==> src/rtl/ssra_pkg.sv <==
// Package for the shadowed serial register access block.
// Field widths, frame constants, request and register codes, shared structs.
// No dependencies.
`default_nettype none

package ssra_pkg;

   localparam int TYPE_W       = 3;
   localparam int ADDR_W       = 5;
   localparam int FIELD_DATA_W = 25;
   localparam int FRAME_W      = 32;
   localparam int CSR_INDEX_W  = 2;
   localparam int CSR_DATA_W   = 32;

   localparam int DEF_NUM_REGS  = 32;
   localparam int DEF_DATA_BITS = 25;

   localparam logic [FRAME_W-1:0] WRITE_FLAG = 32'h8000_0000;
   localparam int                 ADDR_SHIFT = 26;

   typedef enum logic [TYPE_W-1:0] {
      OP_WRITE           = 3'd0,
      OP_READ            = 3'd1,
      OP_BIT_SET         = 3'd2,
      OP_BIT_CLEAR       = 3'd3,
      OP_DEV_BIT_READ    = 3'd4,
      OP_SHADOW_BIT_READ = 3'd5,
      OP_SHADOW_REG_READ = 3'd6
   } op_type;

   typedef enum logic [CSR_INDEX_W-1:0] {
      CSR_VALID_REG_MASK   = 2'd0,
      CSR_STATUS_REG_ADDR  = 2'd1,
      CSR_RX_LINE_INV      = 2'd2,
      CSR_SELECT_LINE_INV  = 2'd3
   } csr_index_type;

   typedef struct packed {
      logic [TYPE_W-1:0]       req_type;
      logic [ADDR_W-1:0]       reg_addr;
      logic [FIELD_DATA_W-1:0] write_data;
      logic [FIELD_DATA_W-1:0] bit_mask;
      logic [FIELD_DATA_W-1:0] rx_bits;
   } req_item_type;

   typedef struct packed {
      logic                    frame_sent;
      logic [FRAME_W-1:0]      tx_frame;
      logic [FIELD_DATA_W-1:0] read_value;
      logic                    bit_result;
      logic                    status;
   } rsp_item_type;

   typedef struct packed {
      logic [FRAME_W-1:0] valid_reg_mask;
      logic [ADDR_W-1:0]  status_reg_addr;
      logic               rx_line_inverted;
   } cfg_type;

endpackage

`default_nettype wire

==> src/rtl/ssra_req_if.sv <==
// Request channel interface: valid/ready plus request fields.
// Depends on ssra_pkg.
`default_nettype none

interface ssra_req_if
   import ssra_pkg::*;
();
   logic                    valid;
   logic                    ready;
   logic [TYPE_W-1:0]       req_type;
   logic [ADDR_W-1:0]       reg_addr;
   logic [FIELD_DATA_W-1:0] write_data;
   logic [FIELD_DATA_W-1:0] bit_mask;
   logic [FIELD_DATA_W-1:0] rx_bits;

   modport source (output valid, req_type, reg_addr, write_data, bit_mask, rx_bits,
                   input ready);
   modport sink   (input valid, req_type, reg_addr, write_data, bit_mask, rx_bits,
                   output ready);
endinterface

`default_nettype wire

==> src/rtl/ssra_rsp_if.sv <==
// Response channel interface: valid/ready plus result fields.
// Depends on ssra_pkg.
`default_nettype none

interface ssra_rsp_if
   import ssra_pkg::*;
();
   logic                    valid;
   logic                    ready;
   logic                    frame_sent;
   logic [FRAME_W-1:0]      tx_frame;
   logic [FIELD_DATA_W-1:0] read_value;
   logic                    bit_result;
   logic                    status;

   modport source (output valid, frame_sent, tx_frame, read_value, bit_result, status,
                   input ready);
   modport sink   (input valid, frame_sent, tx_frame, read_value, bit_result, status,
                   output ready);
endinterface

`default_nettype wire

==> src/rtl/ssra_shadow.sv <==
// Shadow register store: flop array with per-entry valid bits, one read, one write.
// Depends on ssra_pkg.
`default_nettype none

module ssra_shadow
   import ssra_pkg::*;
#(
   parameter int NUM_REGS  = DEF_NUM_REGS,
   parameter int DATA_BITS = DEF_DATA_BITS,
   localparam int IDX_W    = $clog2(NUM_REGS)
) (
   input  wire logic                 clock,
   input  wire logic                 reset,
   input  wire logic [IDX_W-1:0]     rd_idx,
   output      logic [DATA_BITS-1:0] rd_data,
   input  wire logic                 wr_en,
   input  wire logic [IDX_W-1:0]     wr_idx,
   input  wire logic [DATA_BITS-1:0] wr_data
);

   logic [DATA_BITS-1:0] entry_ff [NUM_REGS];
   logic [NUM_REGS-1:0]  vld_ff;

   // unwritten entries read as zero
   always_ff @(posedge clock) begin
      if (reset) begin
         vld_ff <= '0;
      end else if (wr_en) begin
         vld_ff[wr_idx] <= 1'b1;
      end
   end

   always_ff @(posedge clock) begin
      if (wr_en) begin
         entry_ff[wr_idx] <= wr_data;
      end
   end

   assign rd_data = vld_ff[rd_idx] ? entry_ff[rd_idx] : '0;

endmodule

`default_nettype wire

==> src/rtl/ssra_exec.sv <==
// Request decode and shadow read-modify-write, one request per cycle.
// Depends on ssra_pkg; reads and writes the store in ssra_shadow.
`default_nettype none

module ssra_exec
   import ssra_pkg::*;
#(
   parameter int NUM_REGS  = DEF_NUM_REGS,
   parameter int DATA_BITS = DEF_DATA_BITS,
   localparam int IDX_W    = $clog2(NUM_REGS)
) (
   input  wire req_item_type         req,
   input  wire cfg_type              cfg,
   input  wire logic [DATA_BITS-1:0] rd_data,
   output      logic [IDX_W-1:0]     rd_idx,
   output      logic                 wr_en,
   output      logic [IDX_W-1:0]     wr_idx,
   output      logic [DATA_BITS-1:0] wr_data,
   output      rsp_item_type         rsp
);

   localparam logic [FRAME_W-1:0] DATA_MASK = 32'((64'd1 << DATA_BITS) - 64'd1);

   logic               addr_ok;
   logic               op_known;
   logic [FRAME_W-1:0] wd_w, bm_w, rx_w, cur_w, base_w, set_w, clr_w, new_w;
   logic [FRAME_W-1:0] addr_field;

   assign addr_ok  = (32'(req.reg_addr) < 32'(NUM_REGS)) && cfg.valid_reg_mask[req.reg_addr];
   assign op_known = req.req_type <= OP_SHADOW_REG_READ;

   assign rd_idx = req.reg_addr[IDX_W-1:0];
   assign wr_idx = req.reg_addr[IDX_W-1:0];

   assign wd_w  = 32'(req.write_data) & DATA_MASK;
   assign bm_w  = 32'(req.bit_mask) & DATA_MASK;
   assign rx_w  = (32'(req.rx_bits) & DATA_MASK) ^ (cfg.rx_line_inverted ? DATA_MASK : '0);
   assign cur_w = 32'(rd_data);

   // interrupt status is write-one-to-clear: start from zero
   assign base_w = (req.reg_addr == cfg.status_reg_addr) ? '0 : cur_w;
   assign set_w  = (base_w | bm_w) & DATA_MASK;
   assign clr_w  = (base_w & ~bm_w) & DATA_MASK;

   assign addr_field = 32'(req.reg_addr) << ADDR_SHIFT;

   always_comb begin
      rsp     = '0;
      wr_en   = 1'b0;
      new_w   = '0;
      if (op_known && !addr_ok) begin
         rsp.status = 1'b1;
      end else if (addr_ok) begin
         unique case (op_type'(req.req_type))
            OP_WRITE: begin
               new_w          = wd_w;
               wr_en          = 1'b1;
               rsp.frame_sent = 1'b1;
               rsp.tx_frame   = WRITE_FLAG | addr_field | wd_w;
            end
            OP_READ: begin
               new_w          = rx_w;
               wr_en          = 1'b1;
               rsp.frame_sent = 1'b1;
               rsp.tx_frame   = addr_field;
            end
            OP_BIT_SET, OP_BIT_CLEAR: begin
               new_w          = (req.req_type == OP_BIT_SET) ? set_w : clr_w;
               wr_en          = 1'b1;
               rsp.frame_sent = 1'b1;
               rsp.tx_frame   = WRITE_FLAG | addr_field | new_w;
            end
            OP_DEV_BIT_READ: begin
               new_w          = rx_w;
               wr_en          = 1'b1;
               rsp.frame_sent = 1'b1;
               rsp.tx_frame   = addr_field;
               rsp.bit_result = |(rx_w & bm_w);
            end
            OP_SHADOW_BIT_READ: begin
               rsp.bit_result = |(cur_w & bm_w);
            end
            OP_SHADOW_REG_READ: begin
               new_w = cur_w & DATA_MASK;
            end
            default: begin
               // unused request code: no frame, nothing reported
            end
         endcase
      end
      rsp.read_value = new_w[FIELD_DATA_W-1:0];
   end

   assign wr_data = new_w[DATA_BITS-1:0];

endmodule

`default_nettype wire

==> src/rtl/shadowed_serial_register_access.sv <==
// Shadowed serial register access master: top level with channel registers and CSRs.
// Depends on ssra_pkg, ssra_req_if, ssra_rsp_if, ssra_shadow, ssra_exec.
//
// Usage:
//  - req_ch carries one request transaction (type, address, write data, bit mask and the
//    raw bits the device returns for a read frame). rsp_ch carries one result transaction
//    per request: frame flag, 32-bit frame word, read value, bit test result, status.
//  - csr_we/csr_index/csr_wdata write the configuration registers: 0 valid address mask,
//    1 interrupt status address, 2 receive line inversion, 3 select line polarity. Index 3
//    is taken and has no effect on any result. Write only while the block is idle.
//  - Flow: an accepted request is registered in the input register, and its result moves
//    into the output register once that is empty or being drained; rsp_ch.valid then
//    rises and the result can be taken.
//  - Throughput: one transaction per cycle while rsp_ch.ready is high. The shadow
//    read-modify-write of one request sits in the combinational logic between the input
//    register and the result register, which is what sets the rate.
//  - Stall: if rsp_ch.ready is low the result holds; one more request is parked in the
//    input register, then req_ch.ready drops until the output drains.
//  - Reset (synchronous, active high): both channel registers empty, CSRs at defaults
//    (all addresses valid, status address 0, no inversion), shadow store reads all zero.
`default_nettype none

module shadowed_serial_register_access
   import ssra_pkg::*;
#(
   parameter int NUM_REGS  = DEF_NUM_REGS,
   parameter int DATA_BITS = DEF_DATA_BITS
) (
   input  wire logic                   clock,
   input  wire logic                   reset,
   ssra_req_if.sink                    req_ch,
   ssra_rsp_if.source                  rsp_ch,
   input  wire logic                   csr_we,
   input  wire logic [CSR_INDEX_W-1:0] csr_index,
   input  wire logic [CSR_DATA_W-1:0]  csr_wdata
);

   localparam int IDX_W = $clog2(NUM_REGS);

   // configuration registers
   logic [FRAME_W-1:0] valid_mask_ff;
   logic [ADDR_W-1:0]  status_addr_ff;
   logic               rx_inv_ff;
   cfg_type            cfg;

   always_ff @(posedge clock) begin
      if (reset) begin
         valid_mask_ff  <= '1;
         status_addr_ff <= '0;
         rx_inv_ff      <= 1'b0;
      end else if (csr_we) begin
         unique case (csr_index_type'(csr_index))
            CSR_VALID_REG_MASK:  valid_mask_ff  <= csr_wdata[FRAME_W-1:0];
            CSR_STATUS_REG_ADDR: status_addr_ff <= csr_wdata[ADDR_W-1:0];
            CSR_RX_LINE_INV:     rx_inv_ff      <= csr_wdata[0];
            CSR_SELECT_LINE_INV: begin
               // select pin polarity only; no pin on this block
            end
         endcase
      end
   end

   assign cfg.valid_reg_mask   = valid_mask_ff;
   assign cfg.status_reg_addr  = status_addr_ff;
   assign cfg.rx_line_inverted = rx_inv_ff;

   // input register
   logic         s1_vld_ff;
   req_item_type s1_req_ff;
   // result register
   logic         rsp_vld_ff;
   rsp_item_type rsp_ff;

   logic         advance;
   logic         req_take;
   rsp_item_type exec_rsp;

   assign advance      = s1_vld_ff && (!rsp_vld_ff || rsp_ch.ready);
   assign req_ch.ready = !s1_vld_ff || advance;
   assign req_take     = req_ch.valid && req_ch.ready;

   always_ff @(posedge clock) begin
      if (reset) begin
         s1_vld_ff  <= 1'b0;
         rsp_vld_ff <= 1'b0;
      end else begin
         if (req_take) begin
            s1_vld_ff <= 1'b1;
         end else if (advance) begin
            s1_vld_ff <= 1'b0;
         end
         if (advance) begin
            rsp_vld_ff <= 1'b1;
         end else if (rsp_ch.ready) begin
            rsp_vld_ff <= 1'b0;
         end
      end
   end

   always_ff @(posedge clock) begin
      if (req_take) begin
         s1_req_ff.req_type   <= req_ch.req_type;
         s1_req_ff.reg_addr   <= req_ch.reg_addr;
         s1_req_ff.write_data <= req_ch.write_data;
         s1_req_ff.bit_mask   <= req_ch.bit_mask;
         s1_req_ff.rx_bits    <= req_ch.rx_bits;
      end
      if (advance) begin
         rsp_ff <= exec_rsp;
      end
   end

   // shadow store and request logic
   logic [IDX_W-1:0]     rd_idx, wr_idx;
   logic [DATA_BITS-1:0] rd_data, wr_data;
   logic                 exec_wr_en;

   ssra_exec #(
      .NUM_REGS  (NUM_REGS),
      .DATA_BITS (DATA_BITS)
   ) u_exec (
      .req     (s1_req_ff),
      .cfg     (cfg),
      .rd_data (rd_data),
      .rd_idx  (rd_idx),
      .wr_en   (exec_wr_en),
      .wr_idx  (wr_idx),
      .wr_data (wr_data),
      .rsp     (exec_rsp)
   );

   // the store only changes when the request moves on to the result register
   ssra_shadow #(
      .NUM_REGS  (NUM_REGS),
      .DATA_BITS (DATA_BITS)
   ) u_shadow (
      .clock   (clock),
      .reset   (reset),
      .rd_idx  (rd_idx),
      .rd_data (rd_data),
      .wr_en   (exec_wr_en && advance),
      .wr_idx  (wr_idx),
      .wr_data (wr_data)
   );

   assign rsp_ch.valid      = rsp_vld_ff;
   assign rsp_ch.frame_sent = rsp_ff.frame_sent;
   assign rsp_ch.tx_frame   = rsp_ff.tx_frame;
   assign rsp_ch.read_value = rsp_ff.read_value;
   assign rsp_ch.bit_result = rsp_ff.bit_result;
   assign rsp_ch.status     = rsp_ff.status;

   // a new result only appears after a request left the input register
   a_rsp_from_s1: assert property (@(posedge clock) disable iff (reset)
      $rose(rsp_vld_ff) |-> $past(advance))
      else $error("result appeared without a request moving on");

   // rejected address never produces a frame
   a_err_no_frame: assert property (@(posedge clock) disable iff (reset)
      rsp_vld_ff && rsp_ff.status |-> !rsp_ff.frame_sent && (rsp_ff.tx_frame == '0))
      else $error("frame reported for an invalid address");

   // both registers full and output stalled: no more requests taken
   a_backpressure: assert property (@(posedge clock) disable iff (reset)
      s1_vld_ff && rsp_vld_ff && !rsp_ch.ready |-> !req_ch.ready)
      else $error("request taken while pipeline is full");

endmodule

`default_nettype wire
==> src/flat_wrapper.sv <==
// flat-port wrapper written by rule: the top's interface ports become plain ports
module shadowed_serial_register_access_flat import ssra_pkg::*;
#(
   parameter int NUM_REGS  = DEF_NUM_REGS,
   parameter int DATA_BITS = DEF_DATA_BITS
)
  (clock, reset, csr_we, csr_index, csr_wdata, req_ch_valid, req_ch_req_type, req_ch_reg_addr, req_ch_write_data, req_ch_bit_mask, req_ch_rx_bits, req_ch_ready, rsp_ch_valid, rsp_ch_frame_sent, rsp_ch_tx_frame, rsp_ch_read_value, rsp_ch_bit_result, rsp_ch_status, rsp_ch_ready);
  ssra_req_if req_ch_i ();
  ssra_rsp_if rsp_ch_i ();
  input  wire logic clock;
  input  wire logic reset;
  input  wire logic csr_we;
  input  wire logic [CSR_INDEX_W-1:0] csr_index;
  input  wire logic [CSR_DATA_W-1:0] csr_wdata;
  input wire logic [$bits(req_ch_i.valid)-1:0] req_ch_valid;
  input wire logic [$bits(req_ch_i.req_type)-1:0] req_ch_req_type;
  input wire logic [$bits(req_ch_i.reg_addr)-1:0] req_ch_reg_addr;
  input wire logic [$bits(req_ch_i.write_data)-1:0] req_ch_write_data;
  input wire logic [$bits(req_ch_i.bit_mask)-1:0] req_ch_bit_mask;
  input wire logic [$bits(req_ch_i.rx_bits)-1:0] req_ch_rx_bits;
  output wire logic [$bits(req_ch_i.ready)-1:0] req_ch_ready;
  output wire logic [$bits(rsp_ch_i.valid)-1:0] rsp_ch_valid;
  output wire logic [$bits(rsp_ch_i.frame_sent)-1:0] rsp_ch_frame_sent;
  output wire logic [$bits(rsp_ch_i.tx_frame)-1:0] rsp_ch_tx_frame;
  output wire logic [$bits(rsp_ch_i.read_value)-1:0] rsp_ch_read_value;
  output wire logic [$bits(rsp_ch_i.bit_result)-1:0] rsp_ch_bit_result;
  output wire logic [$bits(rsp_ch_i.status)-1:0] rsp_ch_status;
  input wire logic [$bits(rsp_ch_i.ready)-1:0] rsp_ch_ready;
  assign req_ch_i.valid = req_ch_valid;
  assign req_ch_i.req_type = req_ch_req_type;
  assign req_ch_i.reg_addr = req_ch_reg_addr;
  assign req_ch_i.write_data = req_ch_write_data;
  assign req_ch_i.bit_mask = req_ch_bit_mask;
  assign req_ch_i.rx_bits = req_ch_rx_bits;
  assign req_ch_ready = req_ch_i.ready;
  assign rsp_ch_valid = rsp_ch_i.valid;
  assign rsp_ch_frame_sent = rsp_ch_i.frame_sent;
  assign rsp_ch_tx_frame = rsp_ch_i.tx_frame;
  assign rsp_ch_read_value = rsp_ch_i.read_value;
  assign rsp_ch_bit_result = rsp_ch_i.bit_result;
  assign rsp_ch_status = rsp_ch_i.status;
  assign rsp_ch_i.ready = rsp_ch_ready;
  shadowed_serial_register_access #(.NUM_REGS(NUM_REGS), .DATA_BITS(DATA_BITS)) u_core (.clock(clock), .reset(reset), .req_ch(req_ch_i), .rsp_ch(rsp_ch_i), .csr_we(csr_we), .csr_index(csr_index), .csr_wdata(csr_wdata));
endmodule
==> config.mk <==
export PLATFORM = sky130hd
export DESIGN_NAME = shadowed_serial_register_access_flat
export DESIGN_NICKNAME = d
export VERILOG_FILES = /design/src/rtl/ssra_pkg.sv /design/src/rtl/ssra_req_if.sv /design/src/rtl/ssra_rsp_if.sv /design/src/rtl/ssra_shadow.sv /design/src/rtl/ssra_exec.sv /design/src/rtl/shadowed_serial_register_access.sv /design/src/flat_wrapper.sv
export SDC_FILE = /design/constraint.sdc
export NUM_CORES = 1
export LEC_CHECK = 0
export ABC_AREA = 0
export BUFFER_PORTS_ARGS = -buffer_cell sky130_fd_sc_hd__buf_2
export CAP_MARGIN = 20
export CORE_UTILIZATION = 45
export DETAILED_ROUTE_END_ITERATION = 8
export PLACE_DENSITY = 0.73
export SLEW_MARGIN = 20
export SYNTH_ARGS = -nofsm -noshare
export SYNTH_HDL_FRONTEND = slang
export SYNTH_SLANG_ARGS = --single-unit
==> constraint.sdc <==
create_clock -name clock -period 7.06 [get_ports clock]
set_input_delay 2.118 -clock clock [delete_from_list [all_inputs] [get_ports clock]]
set_output_delay 2.118 -clock clock [all_outputs]
set_load 0.05 [all_outputs]
* Word-level counts from Yosys, hierarchy flattened
Memory sizes are Yosys's and may differ from the RTL's. A register that Yosys moved wholly into a read port is not among the register bits.
Index checks and enable logic that the tools add are counted.
W data, S select, Z words.
** Word-level totals
- Flip-flop bits (word level) :: 215
- Bits in writable memories :: 800
- Input bits :: 122
- Output and inout bits :: 62
- Word-level logic and storage cells :: 88
- Memories kept :: 1
** Cells by class
- Magnitude comparators :: 3
- Equal/unequal tests :: 9
- Muxes and demuxes :: 26
- Bitwise gates (word level) :: 10
- Reductions and logical operators :: 23
** Memories
- u_core.u_shadow.entry_ff :: depth 32, width 25, read ports 1, clocked after memory_dff 1, wr ports 1, RTL line ssra_shadow.sv:21 : logic [DATA_BITS-1:0] entry_ff [NUM_REGS];
** Operators with widths (number)
- $mux W25 :: 6
- $pmux W25 S4 :: 1
- $pmux W33 S3 :: 1
- $and A25 B25 Y25 :: 3
- $or A32 B25 Y32 :: 2
- $reduce_or A32 Y1 :: 2
- $or A32 B32 Y32 :: 1
- $not A25 Y25 :: 1
- $or A25 B25 Y25 :: 1
- $xor A25 B25 Y25 :: 1
- $mux W1 :: 13
- $bmux W1 S5 :: 2
- $eq A3 B3 Y1 const B :: 3
- $eq A3 B2 Y1 const B :: 2
- $lt A5 B6 Y1 const B :: 1
- $reduce_and A2 Y1 :: 3
- $reduce_or A2 Y1 :: 3
- $demux W1 S5 :: 1
- $eq A5 B5 Y1 :: 1
- $ge A5 B1 Y1 const B :: 1
- $logic_and A1 B1 Y1 :: 5
- $mux W5 :: 1
- $reduce_or A5 Y1 :: 1
- $reduce_bool A2 Y1 :: 2
- 10 further kinds :: 13

* Depth between registers and ports, before layout
- Depth after elaboration :: 9
- Depth in mapped cells :: 14
- Depth with buffers taken out :: 8

* By module
From an unflattened synthesis, not the netlist that was laid out.
** Second synthesis, totals
- Cells, all modules :: 2393
- Area total of the unflattened synthesis :: 40910.5 µm²
** By module, submodules not included
- ssra_shadow :: times used 1, cells an instance 1671, area each 32149.6 µm²
- shadowed_serial_register_access :: times used 1, cells an instance 322, area each 5985.7 µm²
- ssra_exec :: times used 1, cells an instance 400, area each 2775.2 µm²

* Least setup slack after synthesis
OpenSTA, ideal clock, no wires.
- Path kind :: input to register
- From :: in rsp_ch_ready
- To :: mem u_core.u_shadow.entry_ff[13][0] in the netlist's numbering, enable pin
- Library setup time :: 407 ps
- Arrival time :: 5468 ps
- Required time :: 6653 ps
- Path slack :: 1185 ps
- Stages :: 5
- Path through :: nor2b_1 > nand2b_1 > inv_1 > nand4_1 > nor2_1
** Between the ends
- Word-level cells in the longest chain between the ends :: 5
** RTL lines
- start, declared :: RTL line flat_wrapper.sv:28 : input wire logic [$bits(rsp_ch_i.ready)-1:0] rsp_ch_ready;
- $logic_or A1 B1 Y1 :: RTL line shadowed_serial_register_access.sv:78 : assign advance = s1_vld_ff && (!rsp_vld_ff || rsp_ch.ready);
- $logic_and A1 B1 Y1 :: RTL line shadowed_serial_register_access.sv:78
- via u_core.advance :: RTL line shadowed_serial_register_access.sv:74 : logic advance;
- $logic_and A1 B1 Y1 :: RTL line shadowed_serial_register_access.sv:141 : .wr_en (exec_wr_en && advance),
- $mux W1 :: RTL line ssra_shadow.sv:34 : if (wr_en) begin
- $mux W1 (not written as such) :: RTL line ssra_shadow.sv:35 : entry_ff[wr_idx] <= wr_data;
- end, declared :: RTL line ssra_shadow.sv:21
The timed path passes the listed nets, and every way through them passes these cells.

==> flow_results.org <==
** Layout
- Fillers :: 6819
- Layout Nets :: around 2500
- Registers take 29800 sq um.
- Growth of design area from synthesis to finish :: 14.0%
- Non-Filler Cell Area, Final :: 46100 sq um
- The multi-input combinational cells in the finished layout cover a total of between 10000 and 15000 sq um.
- The finished layout holds roughly 3700 standard cells, fillers aside.
- The post-route netlist has approximately 25% of its cells at a drive strength greater than 1.
- Finished Core Util :: about half
- 0 antenna diodes ended up in the layout.

** Timing
- The final critical path takes up 72.2% of the cycle.
- Setup violations remaining at the end of the flow were counted as 0.
- RSZ-0062 raised after global routing :: no
- The worst pin sits at a relative slew slack of 24.0%.
- Final hold analysis gives a worst-case slack of 0.473 ns.
- The max-slew violation count was 0.
- Setup ws final :: approximately 2 ns
- Count of final hold-check violations :: 0
- Max frequency :: between 0.15 and 0.2 GHz
- The smallest clock period supported by the final layout is computed as 5.09 ns.
- Setup total negative slack on the finished layout was measured at 0 ns.
- Worst Clk Skew :: 0.0263 ns
- Worst Tran Pin Value :: 1.14 ns

** Logic synthesis
- In this run, synthesis inferred between 900 and 1000 flip-flops with an integrated enable.
- Prevailing post-synth register cell :: edfxtp_1
- Mean Syn Cell Area :: about 18 sq um
- The netlist uses 67 different library cells.
- Summing every instance area after synthesis gives 40400 sq um.
- Synthesis handed over a netlist of 2204 instances.
- Synthesis produced a netlist with a net count of about 2300.
- Yosys printed 0 warnings.
- Sequential cells were found to cover 73.8% of the synthesized design area.
- After synthesis the netlist holds a flip-flop and latch count of 1019.
- Post-synth ARST share :: 0%

** Setup path
- Sequence of cells on the critical path :: inv_1 -> o32ai_1 -> o31ai_1 -> o211ai_1 -> nand2_1 -> o32a_1 -> nor2_1 -> o21a_1
- Crit. End Element :: register
- Data arrives at the worst endpoint at 5.38 ns.
- Maximum single-stage delay on the critical path :: 1.00 ns
- Critical path startpoint category :: register
- Biggest fanout along the worst timing path :: 33
- Crit path max-delay cell type :: edfxtp_1
- Category of the critical setup timing path :: register to register
- Data on the critical path is required at its endpoint by 7.35 ns.

** Clock tree
- The number of setup buffers added after CTS is 0.
- After clock tree synthesis, the clock-pin slew on the worst setup and hold paths is 0.06 ns.
- The tree built by TritonCTS fans out to 1019 sinks.
- CTS Root Buffer Type :: clkbuf_16
- Hold bufs inserted after CTS :: 0
- Number of buffers on the longest clock path :: 3
- Post-CTS repair changed the size of 0 cells.
- The H-tree generated during clock tree synthesis spans 3 levels.
- Clock latency reported for the late side of the worst-skew pair :: 0.66 ns
- TritonCTS clock tree :: yes
- Number of CTS-inserted buffers :: 98

** GRT
- The first global-routing pass estimated 148000 um of wire.
- Overall Global Routing Usage :: 22.3%
- The number of antenna violations at the first check in global routing came to 1.
- Entering global routing, the biggest net connects 79 pins.
- The via count of the first global-routing pass came to 22400.
- Summed over all layers, the global routing overflow is 0.

** Detailed routing
- Dividing the detail-routed via count by the number of cells gives 6.16.
- After detailed routing, the average wire length per cell comes to 28.1 um.
- DRC violation count after routing :: 2
- The first TritonRoute pass finished after 8 iterations.
- For this block, the initial DRC count from the detailed router was 2839.
- Drt total wl :: 103000 um
- Antenna Violating Nets Remaining :: 0
- Via total after detailed routing :: 22500

** Floorplanning
- Horizontal die dimension :: 302 um
- After floorplanning, the core was divided into 109 placement rows.
- Die Outline Area :: approximately 91000 sq um
- In this run the vertical extent of the chip is about 300 um.
- The total area inside the core boundary comes to 88600 sq um.
- I/O pin count :: 184
- Once the floorplan was initialized, standard cells occupied between 40% and 50% of the core.

** Placement
- Once placement finished, the instance area stood at 42900 sq um.
- Setup slack after placement :: between 1.5 and 2 ns
- Cell total after placement :: between 3000 and 4000
- Detailed placement finished with a half-perimeter wire length of 63200 um.
- At the end of routability-driven placement, the weighted congestion stood at 0.996.
- Buffers placed on the I/O ports in this run total 182.

** Run
- Reported max-cap violation count :: 0

** Power
- Peak supply drop :: 0.211 mV
- Leakage component of the power :: roughly 15 nW
- The design draws 13.1 mW.
- Dividing total power by cell area gives a power density of roughly 280 nW/um^2.

** Status
- Violations in the final reports :: DRC
- The flow ran to the end, but the final reports show violations.

** Hold path
- The worst hold path belongs to the class register to register.
## final timing paths
path                                      endpoint                        from  cells after the start  slack, ns
setup / recovery  u_core.u_shadow.entry_ff[21][13]        u_core.s1_req_ff[76]                      8       1.97
hold / removal          u_core.u_shadow.vld_ff[25]  u_core.u_shadow.vld_ff[25]                      2       0.47
setup reg to reg  u_core.u_shadow.entry_ff[21][13]        u_core.s1_req_ff[76]                      8       1.97
hold reg to reg         u_core.u_shadow.vld_ff[25]  u_core.u_shadow.vld_ff[25]                      2       0.47
## per-layer routing
layer / vias up / part of all wire (%) / track usage [%]
met3: 201 / 8.7 / 4.23
met2: 1274 / 49 / 36.5
met1: 11700 / 38 / 30.1
li1: 9354 / - / -
met5: - / 0 / 0
met4: 0 / 3.5 / 7.72
## power by group
| group | total [mW] | internal [mW] | switching [mW] |
|---|---|---|---|
| Combinational | 1.12 | 0.375 | 0.741 |
| Sequential | 6.84 | 6.76 | 0.0857 |
| Clock | 5.10 | 2.88 | 2.22 |
| Total | 13.1 | 10.0 | 3.04 |
## area by class of cell
cell class,instances,area share [%]
clock buffer,129,5.87
inverter,36,0.299
clock inverter,55,0.902
sequential,1019,64.8
multi-input combinational,1022,21.9
timing repair buffer,235,3.07
tap,1165,3.16
## sequential cells by signal (all words and copies together), names as in the netlist, named ones only
signal and flops:
u_core.rsp_ch.read_value 25, u_core.status_addr_ff 5, u_core.rsp_ch.valid 1, u_core.u_shadow.entry_ff 800, u_core.rx_inv_ff 1, u_core.valid_mask_ff 32
u_core.rsp_ch.bit_result 1, u_core.s1_req_ff 83, u_core.rsp_ch.frame_sent 1, u_core.s1_vld_ff 1, u_core.u_shadow.vld_ff 32, u_core.rsp_ch.status 1
u_core.rsp_ch.tx_frame 31
## cell families (layout without fill, tap and decap cells)
group	count (synthesis)	in the layout	synth area share, %
other cells	1	1	0.00928
compound gates	327	327	5.84
xor+xnor	30	30	0.650
simple gates	338	338	4.25
mux	326	326	13.5
flops	1019	1019	73.8
buf+inv	163	455	1.89
## synth_stat cells, types with 11 or more instances
cell type / n / area share, %
mux4_2: 176 / 9.8
o21ai_0: 25 / 0.31
a211o_1: 33 / 0.72
a22oi_1: 19 / 0.35
o32ai_1: 11 / 0.24
mux2i_1: 143 / 3.5
nand2b_1: 26 / 0.40
a21oi_1: 60 / 0.74
nor3_1: 31 / 0.38
nand2_1: 44 / 0.41
o21a_1: 20 / 0.37
xnor2_1: 28 / 0.61
buf_1: 19 / 0.18
nor2_1: 131 / 1.2
clkbuf_1: 63 / 0.59
o22ai_1: 53 / 0.82
inv_1: 34 / 0.32
a221oi_1: 24 / 0.52
buf_2: 18 / 0.22
edfxtp_1: 942 / 70
dfxtp_1: 77 / 3.8
nand3_1: 13 / 0.16
o32a_1: 17 / 0.42
buf_4: 19 / 0.35
nor2b_1: 46 / 0.71
## cell usage in the layout (no fill, tap or decap), drive strengths merged, types with 32 or more instances in the layout
cell type  count
dfxtp         77
nor3          32
mux2i        143
clkbuf       129
buf          235
nand2         45
a21oi         61
nor2         131
clkinv        47
o22ai         53
a211o         33
inv           38
edfxtp       942
nor2b         46
mux4         176
## worst max-delay path, delay by kind of cell, from the launching register on
kind | cells | cell delay, ns
AOI/OAI and AO/OA | 5 | 2.37
and+or+nand+nor | 2 | 0.89
buffers and inverters | 1 | 0.43
DFF | 1 | 1.00
Note: power is estimated with default switching activity, not from simulation.
